$ cat src/design/uccte_pkg.sv
// Shared types, widths and codes of the unslotted CSMA/CA transmit engine.
package uccte_pkg;

    // Frame queue geometry
    localparam int QUEUE_DEPTH = 8;
    localparam int QPTR_W      = (QUEUE_DEPTH > 1) ? $clog2(QUEUE_DEPTH) : 1;
    localparam int QFILL_W     = $clog2(QUEUE_DEPTH + 1);

    // Item field widths
    localparam int OP_W     = 3;
    localparam int TAG_W    = 8;
    localparam int LEN_W    = 7;
    localparam int DRAW_W   = 8;
    localparam int ACT_W    = 3;
    localparam int COUNT_W  = 4;

    // Configuration port
    localparam int CFG_IDX_W  = 3;
    localparam int CFG_DATA_W = 10;

    // Timers
    localparam int BO_REM_W  = 16;
    localparam int IFS_W     = 10;
    localparam int BE_W      = 4;
    localparam int NB_W      = 3;
    localparam int UNIT_W    = 8;

    typedef struct packed {
        logic [TAG_W-1:0] tag;
        logic [LEN_W-1:0] length;
    } t_frame;

    typedef enum logic [OP_W-1:0] {
        OP_TICK      = 3'd0,
        OP_ENQUEUE   = 3'd1,
        OP_FETCH     = 3'd2,
        OP_CCA       = 3'd3,
        OP_PHY_READY = 3'd4
    } t_op;

    typedef enum logic [ACT_W-1:0] {
        ACT_NOTIFY    = 3'd0,
        ACT_CCA_REQ   = 3'd1,
        ACT_TRANSMIT  = 3'd2,
        ACT_SWITCH_RX = 3'd3,
        ACT_DROP_RX   = 3'd4,
        ACT_OVERFLOW  = 3'd5
    } t_action;

    typedef enum logic [CFG_IDX_W-1:0] {
        CFG_MIN_BE      = 3'd0,
        CFG_MAX_BE      = 3'd1,
        CFG_MAX_NB      = 3'd2,
        CFG_UNIT_TICKS  = 3'd3,
        CFG_SHORT_IFS   = 3'd4,
        CFG_LONG_IFS    = 3'd5,
        CFG_SHORT_MAXLN = 3'd6
    } t_cfg_idx;

endpackage

$ cat src/design/uccte_in_if.sv
// Input channel: event items with valid/ready handshake.
interface uccte_in_if import uccte_pkg::*; ();
    logic              valid;
    logic              ready;
    logic [OP_W-1:0]   op;
    logic [TAG_W-1:0]  frame_tag;
    logic [LEN_W-1:0]  frame_length;
    logic              channel_clear;
    logic [DRAW_W-1:0] random_draw;

    modport source (
        output valid, op, frame_tag, frame_length, channel_clear, random_draw,
        input  ready
    );
    modport sink (
        input  valid, op, frame_tag, frame_length, channel_clear, random_draw,
        output ready
    );
endinterface

$ cat src/design/uccte_out_if.sv
// Output channel: action items with valid/ready handshake.
interface uccte_out_if import uccte_pkg::*; ();
    logic               valid;
    logic               ready;
    logic [ACT_W-1:0]   action;
    logic [TAG_W-1:0]   out_tag;
    logic [LEN_W-1:0]   out_length;
    logic [COUNT_W-1:0] queue_count;

    modport source (
        output valid, action, out_tag, out_length, queue_count,
        input  ready
    );
    modport sink (
        input  valid, action, out_tag, out_length, queue_count,
        output ready
    );
endinterface

$ cat src/design/unslotted_csma_ca_tx_engine.sv
// Top level of the unslotted CSMA/CA transmit engine.
//
// Usage notes:
// - i_item carries events (tick, enqueue, PHY fetch, CCA result, PHY ready);
//   one transfer per clock is taken when valid and ready are both high.
// - o_result carries at most one action per event, in event order.
// - i_cfg_* writes a register at any edge with i_cfg_we high and i_rst_n high; write only
//   while no event is in flight.
// - Throughput: one event per cycle while i_item.ready is high. An event's
//   result is registered in the result stage and then in the output register,
//   and o_result.valid rises once it reaches the output register.
//   The two-entry output path is what lets the block take a new
//   event while a finished result still waits.
// - Frame descriptors sit in an 8-entry synchronous RAM (registered read).
//   A pop reads the head; the popped descriptor is forwarded from the RAM
//   read register for the cycle after the pop, and a same-entry write is
//   bypassed into that register.
// - Reset: control state clears and registers take their defaults; r_listen sets,
//   so the first tick reports a switch to receive. The queue RAM is not cleared.
// - Receiver stall: the output register holds; the result stage absorbs one
//   more result, after which i_item.ready falls until o_result drains.
module unslotted_csma_ca_tx_engine import uccte_pkg::*; (
    input  logic                  i_clk,
    input  logic                  i_rst_n,
    input  logic                  i_cfg_we,
    input  logic [CFG_IDX_W-1:0]  i_cfg_idx,
    input  logic [CFG_DATA_W-1:0] i_cfg_data,
    uccte_in_if.sink              i_item,
    uccte_out_if.source           o_result
);

    // Configuration registers
    logic [BE_W-1:0]   r_min_be, r_max_be;
    logic [NB_W-1:0]   r_max_nb;
    logic [UNIT_W-1:0] r_unit_ticks;
    logic [IFS_W-1:0]  r_short_ifs, r_long_ifs;
    logic [LEN_W-1:0]  r_short_maxlen;

    // Frame queue RAM and its read register
    t_frame r_queue [QUEUE_DEPTH];
    t_frame r_rdata;

    // Control state
    logic [QPTR_W-1:0]  r_head, n_head, r_tail, n_tail;
    logic [QFILL_W-1:0] r_fill, n_fill;
    logic               r_cur_valid, n_cur_valid;
    logic               r_cur_pending;   // current frame still sits in r_rdata
    t_frame             r_current;
    logic               r_txing, n_txing;
    logic [NB_W-1:0]    r_nb, n_nb;
    logic [BE_W-1:0]    r_be, n_be;
    logic [BO_REM_W-1:0] r_bo_rem, n_bo_rem;
    logic               r_bo_run, n_bo_run;
    logic [IFS_W-1:0]   r_ifs_rem, n_ifs_rem;
    logic               r_ifs_run, n_ifs_run;
    logic               r_use_short, n_use_short;
    logic               r_listen, n_listen;

    // Result stage and output register
    logic               r_a_valid, r_a_use_mem;
    t_action            r_a_action;
    t_frame             r_a_frame;
    logic [COUNT_W-1:0] r_a_count;
    logic               r_o_valid;
    t_action            r_o_action;
    t_frame             r_o_frame;
    logic [COUNT_W-1:0] r_o_count;

    // Step signals
    logic          in_fire, a_move;
    t_frame        in_frame, cur;
    logic          push, pop, go_rx, bo_start;
    logic [BE_W-1:0] bo_exp;
    logic [BE_W:0]   be_inc;
    logic [NB_W:0]   nb_inc;
    logic [DRAW_W-1:0] bo_mask;
    logic [BO_REM_W-1:0] bo_product;
    logic          res_valid, res_use_mem;
    t_action       res_action;
    t_frame        res_frame;

    function automatic logic [QPTR_W-1:0] ptr_next(input logic [QPTR_W-1:0] p);
        logic [QPTR_W-1:0] q;
        q = (p == QPTR_W'(QUEUE_DEPTH - 1)) ? '0 : p + QPTR_W'(1);
        return q;
    endfunction

    // Handshakes: the result stage empties into the output register
    assign a_move         = r_a_valid && (!r_o_valid || o_result.ready);
    assign i_item.ready   = !r_a_valid || a_move;
    assign in_fire        = i_item.valid && i_item.ready;

    assign in_frame = '{tag: i_item.frame_tag, length: i_item.frame_length};
    // Forward the popped descriptor straight from the RAM read register
    assign cur      = r_cur_pending ? r_rdata : r_current;

    // Backoff duration: draw masked to BE bits times the unit period
    always_comb begin
        if (bo_exp >= BE_W'(DRAW_W)) begin
            bo_mask = '1;
        end else begin
            bo_mask = DRAW_W'((BO_REM_W'(1) << bo_exp) - BO_REM_W'(1));
        end
        bo_product = BO_REM_W'(i_item.random_draw & bo_mask) * BO_REM_W'(r_unit_ticks);
    end

    always_comb begin
        n_head      = r_head;
        n_tail      = r_tail;
        n_cur_valid = r_cur_valid;
        n_txing     = r_txing;
        n_nb        = r_nb;
        n_be        = r_be;
        n_bo_rem    = r_bo_rem;
        n_bo_run    = r_bo_run;
        n_ifs_rem   = r_ifs_rem;
        n_ifs_run   = r_ifs_run;
        n_use_short = r_use_short;
        n_listen    = r_listen;
        push        = 1'b0;
        pop         = 1'b0;
        go_rx       = 1'b0;
        bo_start    = 1'b0;
        bo_exp      = r_min_be;
        be_inc      = {1'b0, r_be} + (BE_W+1)'(1);
        nb_inc      = {1'b0, r_nb} + (NB_W+1)'(1);
        res_valid   = 1'b0;
        res_use_mem = 1'b0;
        res_action  = ACT_NOTIFY;
        res_frame   = '0;

        if (in_fire) begin
            unique case (t_op'(i_item.op))
                OP_TICK: begin
                    if (r_bo_run && (r_bo_rem != '0)) n_bo_rem = r_bo_rem - BO_REM_W'(1);
                    if (r_ifs_run && (r_ifs_rem != '0)) n_ifs_rem = r_ifs_rem - IFS_W'(1);
                    if (r_listen) begin
                        n_listen   = 1'b0;
                        res_valid  = 1'b1;
                        res_action = ACT_SWITCH_RX;
                    end else if (r_bo_run && (n_bo_rem == '0)) begin
                        n_bo_run   = 1'b0;
                        res_valid  = 1'b1;
                        res_action = ACT_CCA_REQ;
                    end else if (r_ifs_run && (n_ifs_rem == '0)) begin
                        n_ifs_run = 1'b0;
                        if (r_fill != '0) begin
                            pop         = 1'b1;
                            res_valid   = 1'b1;
                            res_action  = ACT_NOTIFY;
                            res_use_mem = 1'b1;
                        end
                    end
                end
                OP_ENQUEUE: begin
                    if (r_fill >= QFILL_W'(QUEUE_DEPTH)) begin
                        res_valid  = 1'b1;
                        res_action = ACT_OVERFLOW;
                        res_frame  = in_frame;
                    end else begin
                        push = 1'b1;
                        if (!r_cur_valid && !r_txing && !r_ifs_run) begin
                            pop         = 1'b1;
                            res_valid   = 1'b1;
                            res_action  = ACT_NOTIFY;
                            res_use_mem = 1'b1;
                        end
                    end
                end
                OP_FETCH: begin
                    if (r_cur_valid && !r_bo_run && !r_ifs_run) begin
                        n_nb     = '0;
                        n_be     = r_min_be;
                        bo_exp   = r_min_be;
                        bo_start = 1'b1;
                    end
                end
                OP_CCA: begin
                    if (i_item.channel_clear) begin
                        if (r_cur_valid) begin
                            n_use_short = (cur.length <= r_short_maxlen);
                            n_cur_valid = 1'b0;
                            n_txing     = 1'b1;
                            res_valid   = 1'b1;
                            res_action  = ACT_TRANSMIT;
                            res_frame   = cur;
                        end
                    end else if (!r_cur_valid) begin
                        go_rx      = 1'b1;
                        res_valid  = 1'b1;
                        res_action = ACT_SWITCH_RX;
                    end else begin
                        // NB saturates at 7; the drop test sees the raw count
                        n_nb   = nb_inc[NB_W] ? '1 : nb_inc[NB_W-1:0];
                        n_be   = (be_inc > {1'b0, r_max_be}) ? r_max_be : be_inc[BE_W-1:0];
                        bo_exp = n_be;
                        if (nb_inc <= {1'b0, r_max_nb}) begin
                            bo_start = 1'b1;
                        end else begin
                            n_use_short = (cur.length <= r_short_maxlen);
                            if (!r_txing) begin
                                go_rx      = 1'b1;
                                res_valid  = 1'b1;
                                res_action = ACT_DROP_RX;
                                res_frame  = cur;
                            end
                        end
                    end
                end
                OP_PHY_READY: begin
                    // Backoff keeps running
                    go_rx      = 1'b1;
                    res_valid  = 1'b1;
                    res_action = ACT_SWITCH_RX;
                end
                default: begin
                end
            endcase
        end

        if (go_rx) begin
            n_cur_valid = 1'b0;
            n_txing     = 1'b0;
            n_ifs_rem   = n_use_short ? r_short_ifs : r_long_ifs;
            n_ifs_run   = 1'b1;
        end
        if (bo_start) begin
            n_bo_rem = bo_product;
            n_bo_run = 1'b1;
        end
        if (pop) begin
            n_cur_valid = 1'b1;
            n_head      = ptr_next(r_head);
        end
        if (push) n_tail = ptr_next(r_tail);
        n_fill = r_fill + QFILL_W'(push) - QFILL_W'(pop);
    end

    // Configuration registers
    always_ff @(posedge i_clk) begin
        if (!i_rst_n) begin
            r_min_be       <= BE_W'(3);
            r_max_be       <= BE_W'(5);
            r_max_nb       <= NB_W'(4);
            r_unit_ticks   <= UNIT_W'(20);
            r_short_ifs    <= IFS_W'(12);
            r_long_ifs     <= IFS_W'(40);
            r_short_maxlen <= LEN_W'(18);
        end else if (i_cfg_we) begin
            unique case (t_cfg_idx'(i_cfg_idx))
                CFG_MIN_BE:      r_min_be       <= i_cfg_data[BE_W-1:0];
                CFG_MAX_BE:      r_max_be       <= i_cfg_data[BE_W-1:0];
                CFG_MAX_NB:      r_max_nb       <= i_cfg_data[NB_W-1:0];
                CFG_UNIT_TICKS:  r_unit_ticks   <= i_cfg_data[UNIT_W-1:0];
                CFG_SHORT_IFS:   r_short_ifs    <= i_cfg_data[IFS_W-1:0];
                CFG_LONG_IFS:    r_long_ifs     <= i_cfg_data[IFS_W-1:0];
                CFG_SHORT_MAXLN: r_short_maxlen <= i_cfg_data[LEN_W-1:0];
                default: begin
                end
            endcase
        end
    end

    // Queue RAM: one write port, one registered read port, write bypass
    always_ff @(posedge i_clk) begin
        if (push) r_queue[r_tail] <= in_frame;
        if (pop) begin
            if (push && (r_tail == r_head)) begin
                r_rdata <= in_frame;
            end else begin
                r_rdata <= r_queue[r_head];
            end
        end
    end

    // Control state
    always_ff @(posedge i_clk) begin
        if (!i_rst_n) begin
            r_head        <= '0;
            r_tail        <= '0;
            r_fill        <= '0;
            r_cur_valid   <= 1'b0;
            r_cur_pending <= 1'b0;
            r_txing       <= 1'b0;
            r_nb          <= '0;
            r_be          <= '0;
            r_bo_rem      <= '0;
            r_bo_run      <= 1'b0;
            r_ifs_rem     <= '0;
            r_ifs_run     <= 1'b0;
            r_use_short   <= 1'b0;
            r_listen      <= 1'b1;
        end else begin
            r_head        <= n_head;
            r_tail        <= n_tail;
            r_fill        <= n_fill;
            r_cur_valid   <= n_cur_valid;
            r_cur_pending <= pop;
            r_txing       <= n_txing;
            r_nb          <= n_nb;
            r_be          <= n_be;
            r_bo_rem      <= n_bo_rem;
            r_bo_run      <= n_bo_run;
            r_ifs_rem     <= n_ifs_rem;
            r_ifs_run     <= n_ifs_run;
            r_use_short   <= n_use_short;
            r_listen      <= n_listen;
        end
    end

    // Current descriptor leaves the read register in the cycle after a pop, when r_current takes it over
    always_ff @(posedge i_clk) begin
        r_current <= cur;
    end

    // Result stage and output register valids
    always_ff @(posedge i_clk) begin
        if (!i_rst_n) begin
            r_a_valid <= 1'b0;
            r_o_valid <= 1'b0;
        end else begin
            if (in_fire && res_valid) begin
                r_a_valid <= 1'b1;
            end else if (a_move) begin
                r_a_valid <= 1'b0;
            end
            if (a_move) begin
                r_o_valid <= 1'b1;
            end else if (o_result.ready) begin
                r_o_valid <= 1'b0;
            end
        end
    end

    // Payloads; a notify takes the popped descriptor from the read register
    always_ff @(posedge i_clk) begin
        if (in_fire && res_valid) begin
            r_a_action  <= res_action;
            r_a_frame   <= res_frame;
            r_a_use_mem <= res_use_mem;
            r_a_count   <= COUNT_W'(n_fill);
        end
        if (a_move) begin
            r_o_action <= r_a_action;
            r_o_frame  <= r_a_use_mem ? r_rdata : r_a_frame;
            r_o_count  <= r_a_count;
        end
    end

    assign o_result.valid       = r_o_valid;
    assign o_result.action      = r_o_action;
    assign o_result.out_tag     = r_o_frame.tag;
    assign o_result.out_length  = r_o_frame.length;
    assign o_result.queue_count = r_o_count;

endmodule
$ cat src/flat_wrapper.sv
// flat-port wrapper written by rule: the top's interface ports become plain ports
module unslotted_csma_ca_tx_engine_flat import uccte_pkg::*;
  (i_clk, i_rst_n, i_cfg_we, i_cfg_idx, i_cfg_data, i_item_valid, i_item_op, i_item_frame_tag, i_item_frame_length, i_item_channel_clear, i_item_random_draw, i_item_ready, o_result_valid, o_result_action, o_result_out_tag, o_result_out_length, o_result_queue_count, o_result_ready);
  uccte_in_if i_item_i ();
  uccte_out_if o_result_i ();
  input  logic i_clk;
  input  logic i_rst_n;
  input  logic i_cfg_we;
  input  logic [CFG_IDX_W-1:0] i_cfg_idx;
  input  logic [CFG_DATA_W-1:0] i_cfg_data;
  input wire logic [$bits(i_item_i.valid)-1:0] i_item_valid;
  input wire logic [$bits(i_item_i.op)-1:0] i_item_op;
  input wire logic [$bits(i_item_i.frame_tag)-1:0] i_item_frame_tag;
  input wire logic [$bits(i_item_i.frame_length)-1:0] i_item_frame_length;
  input wire logic [$bits(i_item_i.channel_clear)-1:0] i_item_channel_clear;
  input wire logic [$bits(i_item_i.random_draw)-1:0] i_item_random_draw;
  output wire logic [$bits(i_item_i.ready)-1:0] i_item_ready;
  output wire logic [$bits(o_result_i.valid)-1:0] o_result_valid;
  output wire logic [$bits(o_result_i.action)-1:0] o_result_action;
  output wire logic [$bits(o_result_i.out_tag)-1:0] o_result_out_tag;
  output wire logic [$bits(o_result_i.out_length)-1:0] o_result_out_length;
  output wire logic [$bits(o_result_i.queue_count)-1:0] o_result_queue_count;
  input wire logic [$bits(o_result_i.ready)-1:0] o_result_ready;
  assign i_item_i.valid = i_item_valid;
  assign i_item_i.op = i_item_op;
  assign i_item_i.frame_tag = i_item_frame_tag;
  assign i_item_i.frame_length = i_item_frame_length;
  assign i_item_i.channel_clear = i_item_channel_clear;
  assign i_item_i.random_draw = i_item_random_draw;
  assign i_item_ready = i_item_i.ready;
  assign o_result_valid = o_result_i.valid;
  assign o_result_action = o_result_i.action;
  assign o_result_out_tag = o_result_i.out_tag;
  assign o_result_out_length = o_result_i.out_length;
  assign o_result_queue_count = o_result_i.queue_count;
  assign o_result_i.ready = o_result_ready;
  unslotted_csma_ca_tx_engine u_core (.i_clk(i_clk), .i_rst_n(i_rst_n), .i_cfg_we(i_cfg_we), .i_cfg_idx(i_cfg_idx), .i_cfg_data(i_cfg_data), .i_item(i_item_i), .o_result(o_result_i));
endmodule
$ cat config.mk
export PLATFORM = sky130hd
export DESIGN_NAME = unslotted_csma_ca_tx_engine_flat
export DESIGN_NICKNAME = d
export VERILOG_FILES = /design/src/design/uccte_pkg.sv /design/src/design/uccte_in_if.sv /design/src/design/uccte_out_if.sv /design/src/design/unslotted_csma_ca_tx_engine.sv /design/src/flat_wrapper.sv
export SDC_FILE = /design/constraint.sdc
export NUM_CORES = 1
export LEC_CHECK = 0
export BUFFER_PORTS_ARGS = -buffer_cell sky130_fd_sc_hd__clkbuf_2
export CAP_MARGIN = 30
export CORE_MARGIN = 4
export CORE_UTILIZATION = 30
export DETAILED_ROUTE_END_ITERATION = 8
export GPL_ROUTABILITY_DRIVEN = 0
export SETUP_SLACK_MARGIN = 0.2
export SYNTH_ARGS = -nofsm -noshare
export SYNTH_HDL_FRONTEND = slang
export SYNTH_SLANG_ARGS = --single-unit
$ cat constraint.sdc
create_clock -name i_clk -period 10.05 [get_ports i_clk]
set_clock_uncertainty 0.15 [all_clocks]
set_input_delay 1.5075 -clock i_clk [delete_from_list [all_inputs] [get_ports i_clk]]
set_output_delay 1.5075 -clock i_clk [all_outputs]
set_load 0.01 [all_outputs]
-- After elaboration in Yosys (flattened, before gate mapping)
Memories as Yosys holds them, arrays and structs flattened. A register that Yosys moved wholly into a read port is not among the register bits.
Index checks and enable logic that the tools add are counted.
Widths: inputs -> output; s select.
- eq/ne operators: 18
- multiply operators: 1
- shift-type cells: 1
- reductions and logical operators: 54
- add/sub/neg operators: 9
- muxes and demuxes: 106
- magnitude comparators: 5
- bitwise logic cells: 2
- divide/modulo/power cells: 0
- operators by type and width (operator ; count):
    $mux 15 ; 8
    $mux 16 ; 6
    $mux 10 ; 7
    $mux 1 ; 55
    $mux 3 ; 12
    $mux 4 ; 8
    $pmux 15 s2 ; 1
    $reduce_and 2->1 ; 10
    $eq 3x3->1 const B ; 6
    $reduce_bool 2->1 ; 9
    $logic_not 16->1 ; 1
    $mul 16x8->16 ; 1
    $reduce_bool 16->1 ; 1
    $sub 16x1->16 const B ; 1
    $eq 3x2->1 const B ; 4
    $pmux 3 s4 ; 1
    $logic_and 1x1->1 ; 11
    $logic_not 10->1 ; 1
    $reduce_and 5->1 ; 2
    $reduce_bool 10->1 ; 1
    $sub 10x1->10 const B ; 1
    $reduce_bool 3->1 ; 3
    $and 8x8->8 ; 1
    $ge 4x4->1 const B ; 2
    other kinds (27) ; 43
- output and inout port bits: 24
- memories: 1
- logic and storage cells: 231
- input bits: 45
- register bits after elaboration: 158
- RAM bits: 120
- memory bits (read-only): 0
- latch bits: 0
- memories (memory ; words ; bits a word ; rd ports ; clocked after memory_dff ; write ports ; RTL line ; source):
    u_core.r_queue ; 8 ; 15 ; 1 ; 1 ; 1 ; unslotted_csma_ca_tx_engine.sv:40 ; t_frame r_queue [QUEUE_DEPTH];

-- Logic depth before layout (Yosys ltp)
Gate-level depths: netlist (run 1).
- depth in word-level cells: 15
- depth in mapped cells: 29

-- Least setup slack after synthesis (run 1)
OpenSTA, ideal clock, no wires.
- path kind: input to register
- from: input port o_result_ready
- to: register u_core.r_bo_rem[15]
- arrival: 7.912 ns
- stages on the path: 23
- slack: 1.882 ns
- data required time: 9.794 ns
- setup time: 0.106 ns
- cell sequence: nand3b_2 -> nand2_1 -> nor3_2 -> mux2_2 -> nor2_1 -> nand3_1 -> ha_1 -> or4_4 -> buf_6 -> a311oi_1 -> fa_1 -> fa_1 -> fa_1 -> inv_1 -> fa_1 -> inv_1 -> ha_1 -> or3_1 -> o21ai_0 -> a211oi_1 -> nor3_1 -> or4_1 -> o311ai_0
- cells in the longest elaborated chain, start to end: 11
- ends and longest elaborated chain (item ; RTL line ; source):
    start, declared ; flat_wrapper.sv:23 ; input wire logic [$bits(o_result_i.ready)-1:0] o_result_ready;
    $logic_or 1x1->1 * ; unslotted_csma_ca_tx_engine.sv:89 ; assign a_move = r_a_valid && (!r_o_valid || o_result.ready);
    $logic_and 1x1->1 * ; unslotted_csma_ca_tx_engine.sv:89 ;
    $logic_or 1x1->1 * ; unslotted_csma_ca_tx_engine.sv:90 ; assign i_item.ready = !r_a_valid || a_move;
    $logic_and 1x1->1 * ; unslotted_csma_ca_tx_engine.sv:91 ; assign in_fire = i_item.valid && i_item.ready;
    $mux 4 ; unslotted_csma_ca_tx_engine.sv:132 ; if (in_fire) begin
    $shl 1x4->8 ; unslotted_csma_ca_tx_engine.sv:102 ; bo_mask = DRAW_W'((BO_REM_W'(1) << bo_exp) - BO_REM_W'(1));
    $sub 8x2->8 ; unslotted_csma_ca_tx_engine.sv:102 ;
    $mux 8 ; unslotted_csma_ca_tx_engine.sv:99 ; if (bo_exp >= BE_W'(DRAW_W)) begin
    $and 8x8->8 ; unslotted_csma_ca_tx_engine.sv:104 ; bo_product = BO_REM_W'(i_item.random_draw & bo_mask) * BO_REM_W'(r_unit_ticks);
    $mul 16x8->16 ; unslotted_csma_ca_tx_engine.sv:104 ;
    $mux 16 ; unslotted_csma_ca_tx_engine.sv:227 ; if (bo_start) begin
    end signal, assigned ; unslotted_csma_ca_tx_engine.sv:302 ; r_bo_rem <= n_bo_rem;
    end, declared ; unslotted_csma_ca_tx_engine.sv:52 ; logic [BO_REM_W-1:0] r_bo_rem, n_bo_rem;
Every way passes the cells marked *; elsewhere a longest branch is shown, timed or not.
A chain may end at the register's enable or synchronous reset.

-- Final worst setup path (run 1)
Ends and elaborated chain as after synthesis.

==> results of run 1 <==
==> stage by stage <==
stage                     total power (uW)  worst slack, ps
after floorplan                       1596             1882
after global placement                1685             1052
after detailed placement              1698            849.9
after CTS                             2813             1425
after global routing                  2909            854.9
final                                 2785             1339
==> cell families after synthesis <==
family                   after synthesis
XOR/XNOR                              22
adder cells (fa/ha/maj)              103
AO/OA/AOI/OAI                        283
flip-flops                           293
multiplexers                          96
buffers and inverters                169
AND/OR/NAND/NOR                      469
==> synthesized netlist by cell type, drive strengths merged (4+ instances only) <==
cell type | number | share of area, %
a31oi | 22 | 0.88
a211oi | 19 | 0.97
a31o | 4 | 0.22
buf | 15 | 0.49
xnor2 | 12 | 0.67
nor3b | 14 | 0.70
o211ai | 11 | 0.53
inv | 102 | 2.4
clkbuf | 52 | 1.2
mux4 | 30 | 4.3
or3 | 13 | 0.52
and2 | 17 | 0.68
o21a | 7 | 0.33
nand2 | 149 | 3.6
nand2b | 11 | 0.44
fa | 37 | 4.7
mux2 | 34 | 2.5
dfxtp | 113 | 14
nor2b | 12 | 0.48
edfxtp | 180 | 34
o31ai | 5 | 0.27
nand3 | 31 | 0.99
or4 | 11 | 0.57
a21o | 6 | 0.29
ha | 66 | 5.3
nor4b | 4 | 0.26
nor2 | 106 | 2.5
xor2 | 10 | 0.56
and3 | 12 | 0.48
nor3 | 38 | 1.3
a21oi | 89 | 2.9
mux2i | 32 | 2.0
a311oi | 12 | 0.67
nor4 | 18 | 1.0
o21bai | 4 | 0.19
o2111ai | 6 | 0.33
o21ai | 47 | 1.5
nand3b | 7 | 0.36
a22oi | 16 | 0.76
nand4 | 8 | 0.36
or2 | 9 | 0.36
==> cells in the final DEF, fill, tap and decap left out, types with 11 or more instances in the layout <==
cell and instances:
and3_1 12, nor2_1 104, buf_4 17, a311oi_1 12
nor3_1 34, dfxtp_1 112, a31oi_1 22, inv_1 101
ha_1 66, clkbuf_16 31, a21oi_1 86, mux2_2 32
mux4_2 30, and2_1 15, nand3_1 31, xnor2_1 12
nor4_1 13, nand2_1 149, a22oi_1 16, clkbuf_2 68
o211ai_1 11, nor3b_1 11, mux2i_1 32, nor2b_1 12
edfxtp_1 180, o21ai_0 44, a211oi_1 17, fa_1 37
nand2b_1 11, or3_1 13
==> layout make-up <==
| cell class | instances | area share (%) |
|---|---|---|
| well taps | 680 | 4.738 |
| inverters | 102 | 2.132 |
| diodes | 1 | 0.01393 |
| clock buffers | 35 | 4.403 |
| multi-input cells | 973 | 41.66 |
| clock inverters | 20 | 1.101 |
| flip-flops and latches | 293 | 42.70 |
| repair buffers | 91 | 3.247 |
==> sequential cells by signal (all words and copies together), names as in the netlist, 7 cells and up <==
register / count
u_core.o_result.out_length: 7
u_core.o_result.out_tag: 8
u_core.r_a_frame: 15
u_core.r_bo_rem: 16
u_core.r_current: 15
u_core.r_ifs_rem: 10
u_core.r_long_ifs: 10
u_core.r_queue: 120
u_core.r_rdata: 15
u_core.r_short_ifs: 10
u_core.r_short_maxlen: 7
u_core.r_unit_ticks: 8
==> report_power, final <==
part / total (uW) / internal, uW / leakage, uW / switching, uW
Sequential: 1360 / 1330 / 0.00255 / 24.2
Clock: 1110 / 640 / 0.000484 / 471
Combinational: 317 / 128 / 0.00340 / 190
==> critical path, stage by stage <==
cell and delay (ps):
clkbuf_2 80, nand3b_2 180, nand2_1 70, buf_4 180, nor3_2 640, mux2_2 520
nor2_1 540, nand3_1 160, ha_1 310, or4_4 620, a311oi_1 370, fa_1 500
fa_1 510, fa_1 550, inv_1 60, fa_1 530, inv_1 40, ha_1 340
or3_1 120, o21ai_0 90, a211oi_1 340, nor3_1 130, or4_1 510, o311ai_0 90
==> worst paths after layout <==
path	start	to	slack (ps)	cells past startpoint
worst min register to register	u_core.r_a_action[0]	u_core.o_result.action[0]	270	0
worst max register to register	u_core.r_be[0]	u_core.r_bo_rem[15]	1460	26
worst min-delay path	u_core.r_a_action[0]	u_core.o_result.action[0]	270	0
worst max-delay path	o_result_ready	u_core.r_bo_rem[15]	1340	24
==> metal layers <==
layer	track usage, %	routed length [um]	part of all wire (%)
met2	21.82	18200	46
met3	2.434	2617	6.6
met1	19.70	18390	46
met4	2.937	684	1.7
met5	0	34	0.085
==> results.md, run 1 <==
* Outcome: finished clean
* Area grow syn2layout at 14.20%
* Type of the worst min-delay path: reg2reg
* Most used DFF post-synth: edfxtp_1
* Yosys warns at 0
* TritonCTS Buffers at 30
* CP arrival at 9010 ps
* Gate Count Post-Synth at 1435
* Post-Syn Area at 15730 um^2
* Worst-path fanout max at 13
* Register area at 7669 um^2
* Xor/xnor share of the synthesized area at 1.225%
* Final Hold Violating Endpoints at 0
* Worst-case clock buffer depth at 3
* Max-Cap Viols at 0
* Rel. slew slack at 30.36%
* Largest net degree at the start of global routing at 58
* Hold-fix buffers, CTS at 0
* Final Non-Filler Cells at 2195
* Height of the die at 236.9 um
* Tot GR Track Use at 13.73%
* WHS at 270.3 ps
* Drt drc at 0
* Post-Synth Simple-Gate Area at 15.11%
* Fin crit share at 86.67%
* Clock Latency Late Sink at 580 ps
* Vias per cell at 5.164
* Wire length of the first global-routing pass at 62.87 mm
* DP Wirelength at 28.28 mm
* Row Count at 83
* Unrepaired setup endpoints after global routing: false
* Power per cell area at 155.1 nW/um^2
* Synth cell types at 87
* CP Capture Type: register
* Root Driver: clkbuf_16
* Compound-Gate Fraction of Synth Area at 11.96%
* Number of buffers added for setup after CTS at 0
* Post-CTS resize count at 0
* Dpl cell area at 16970 um^2
* Setup_tns at 0 ps
* Sink Count at 293
* CP required at 10350 ps
* GR Overflow Total at 0
* Design Area, Final at 17960 um^2
* Die ar. at 56140 um^2
* Area of the multi-input gates at 7482 um^2
* WS Path Type: in2reg
* Slew @ Worst Pin at 1043 ps
* Vias at 11330
* Cell total after placement at 2139
* DR iter-0 viols at 975
* Syn avg cell area at 10.96 um^2
* Share of layout cells above drive strength 1 at 16.12%
* Number of flops mapped to enable cells by yosys at 180
* Number of synthesized register bits at 293
* Post-Synthesis Net Count at 1583
* H-Tree Depth at 1
* # IOs at 69
* Total of fill cells in the finished design at 5075
* Initial antenna violation count at 4
* Minimum clock period at 8711 ps
* I/O Buffers at 68
* CTS tree: yes
* Multiplexer share of the synthesized area at 8.816%
* Fmax at 114.8 MHz
* Routed len/inst at 18.19 um
* Clock slew seen by the registers of the worst setup and hold paths at 70 ps
* Core Util, Final at 34.79%
* Max VDD drop at 0.1335 mV
* Drt total wl at 39.93 mm
* Post-DRT Antenna Nets at 0
* Initial Util at 30.47%
* Initial DRT Pass Iterations at 6
* Die span in x at 236.9 um
* Adder-cell share of the synthesized area at 9.962%
* Post-synth ARST share at 0%
* Post-synthesis sequential area ratio at 48.76%
* Largest family of logic cells by synthesized area: simple AND/OR/NAND/NOR gates
* Core area at 51610 um^2
* Final setup fails at 0
* Slew Limit Fails at 0
* Crit start category: primary input
* Number of global-route vias before repair at 10940
* Leakage at 0.006438 uW
* Nets@finish at 1639
Note: power is estimated with default switching activity, not from simulation.
==> run 2, diff against run 1 <==
CORE_UTILIZATION = 35   (was 30)
MAX_ROUTING_LAYER = met4   (was not set)
clock period = 10.71 ns   (was 10.05 ns; I/O delays follow)
==> run 2 against run 1 <==
Net effect:
- register-to-register slack better by 580 ps
- via count down 0.72%
- worst setup slack better by 480 ps
==> results.md, run 2 (synthesis gave the netlist of run 1 again) <==
* Most frequent CP cell: fa_1
* Crit start category: primary input
* Sequential share of power at 47.4%
* # IOs at 69
* Minimum clock period at 8895 ps
* Number of flip-flops in the largest register at 120
* CP Capture Type: register
* Die span in x at 220.0 um
* Total of fill cells in the finished design at 4287
* Nets@finish at 1641
* Commonest non-fill, non-tap cell in the layout: edfxtp_1
* Core Util, Final at 40.39%
* Largest Register: u_core.r_queue
* DP Wirelength at 27.61 mm
* P_int at 2014 uW
* Area grow syn2layout at 13.83%
* Largest net degree at the start of global routing at 65
* GR Overflow Total at 0
* Switching pwr at 666.2 uW
* Sink Count at 293
* Hold-fix buffers, CTS at 0
* Setup_tns at 0 ps
* TritonCTS Buffers at 31
* WS Path Type: in2reg
* Final Hold Violating Endpoints at 0
* Leakage at 0.006495 uW
* Fmax at 112.4 MHz
* Number of buffers added for setup after CTS at 0
* Commonest cells after routing, fill and taps aside: edfxtp_1 (180), nand2_1 (149), dfxtp_1 (112), nor2_1 (105), inv_1 (101)
* Drt total wl at 39.07 mm
* Tot GR Track Use at 16.63%
* Vias at 11250
* Clock slew seen by the registers of the worst setup and hold paths at 70 ps
* Power share of the clock group at 41.4%
* Slowest stage delay, CP at 660 ps
* Ant diodes at 0
* Power per cell area at 149.7 nW/um^2
* Critical path cell sequence: clkbuf_2 > nand3b_2 > nand2_1 > nor3_2 > mux2_2 > nor2_1 > nand3_1 > ha_1 > or4_4 > a311oi_1 > fa_1 > fa_1 > fa_1 > inv_1 > fa_1 > inv_1 > ha_1 > or3_1 > o21ai_0 > a211oi_1 > nor3_1 > or4_1 > o311ai_0
* Unrepaired setup endpoints after global routing: false
* Height of the die at 220.0 um
* Type of the worst min-delay path: reg2reg
* Root Driver: clkbuf_16
* CP max stage cell: nor3_2
* Routed len/inst at 18.52 um
* H-Tree Depth at 1
* Fin crit share at 83.05%
* Slew Limit Fails at 0
* Initial antenna violation count at 0
* Vias per cell at 5.333
* Largest regs: u_core.r_queue x120, u_core.r_bo_rem x16
* Final setup fails at 0
* Max VDD drop at 0.1275 mV
* Share of layout cells above drive strength 1 at 16.93%
* Max-Cap Viols at 0
* Post-DRT Antenna Nets at 0
* Post-CTS resize count at 0
* Initial Util at 35.48%
* CP required at 11050 ps
* DR iter-0 viols at 921
* Die ar. at 48380 um^2
* Number of global-route vias before repair at 11190
* Combinational share of power at 11.1%
* Worst-case clock buffer depth at 3
* Outcome: finished clean
* CP arrival at 9230 ps
* Worst-path fanout max at 13
* Core area at 44320 um^2
* I/O Buffers at 68
* Row Count at 77
* Switch share at 24.86%
* Wire length of the first global-routing pass at 62.41 mm
* CTS tree: yes
* Rel. slew slack at 42.86%
* Initial DRT Pass Iterations at 5
* Clock Latency Late Sink at 590 ps
* Slew @ Worst Pin at 855.0 ps
* Drt drc at 0
run 2: changes by cell type in the layout (fill, tap and decap cells not counted), sizes merged:
| cell | before | now |
|---|---|---|
| diode | 1 | 0 |
| clkinvlp | 1 | 0 |
| inv | 103 | 104 |
| clkinv | 15 | 18 |
| buf | 23 | 24 |
run 2: stage by stage:
step	setup WS [ps]	power [uW]	hold slack, ps	cells	cell area (um^2)
detailed placement	1280	1594	257.2	2050	16800
finish	1815	2680	272.4	2110	17900
global placement	1458	1581	255.3	2044	16730
floorplan	2443	1498	250.3	1435	15730
CTS	1892	2705	271.8	2108	17870
global route	1232	2797	276.6	2110	17900
run 2: worst paths after layout:
check	startpoint	endpoint	depth (start not counted)	slack [ps]
worst max-delay path	o_result_ready	u_core.r_bo_rem[15]	23	1820
worst max register to register	u_core.r_be[0]	u_core.r_bo_rem[15]	26	2040
worst min register to register	u_core.r_a_count[3]	u_core.o_result.queue_count[3]	0	270
worst min-delay path	u_core.r_a_count[3]	u_core.o_result.queue_count[3]	0	270
run 2: worst max-delay path: cells and delay by family:
family,cells,cell delay [ps]
adders and majority gates,6,2730
buffers and inverters,3,190
muxes,1,510
AOI/OAI and AO/OA,4,960
and+or+nand+nor,9,3220
run 2: layout make-up:
cell class | count | area (um^2) | share of cell area (%)
Inverter | 102 | 382.9 | 2.139
Timing Repair Buffer | 92 | 558.0 | 3.118
Clock inverter | 23 | 226.5 | 1.265
Sequential cell | 293 | 7669 | 42.84
Clock buffer | 35 | 843.3 | 4.711
Tap cell | 592 | 740.7 | 4.138
Multi-Input combinational cell | 973 | 7480 | 41.79
run 2: metal layers:
metal / track usage [%] / vias up / part of all wire (%)
met4: 4.082 / 0 / 2.0
met1: 23.44 / 5462 / 47
met5: - / - / 0
met2: 25.38 / 339 / 44
met3: 2.510 / 51 / 6.6
li1: - / 5400 / -
run 2: power by group through the flow:
stage / Clock (uW) / Combinational, uW / Sequential (uW)
2_1_floorplan: 0 / 210 / 1290
3_3_place_gp: 0 / 288 / 1290
3_5_place_dp: 0 / 299 / 1300
4_1_cts: 1130 / 301 / 1270
5_1_grt: 1180 / 338 / 1280
6_report: 1110 / 299 / 1270
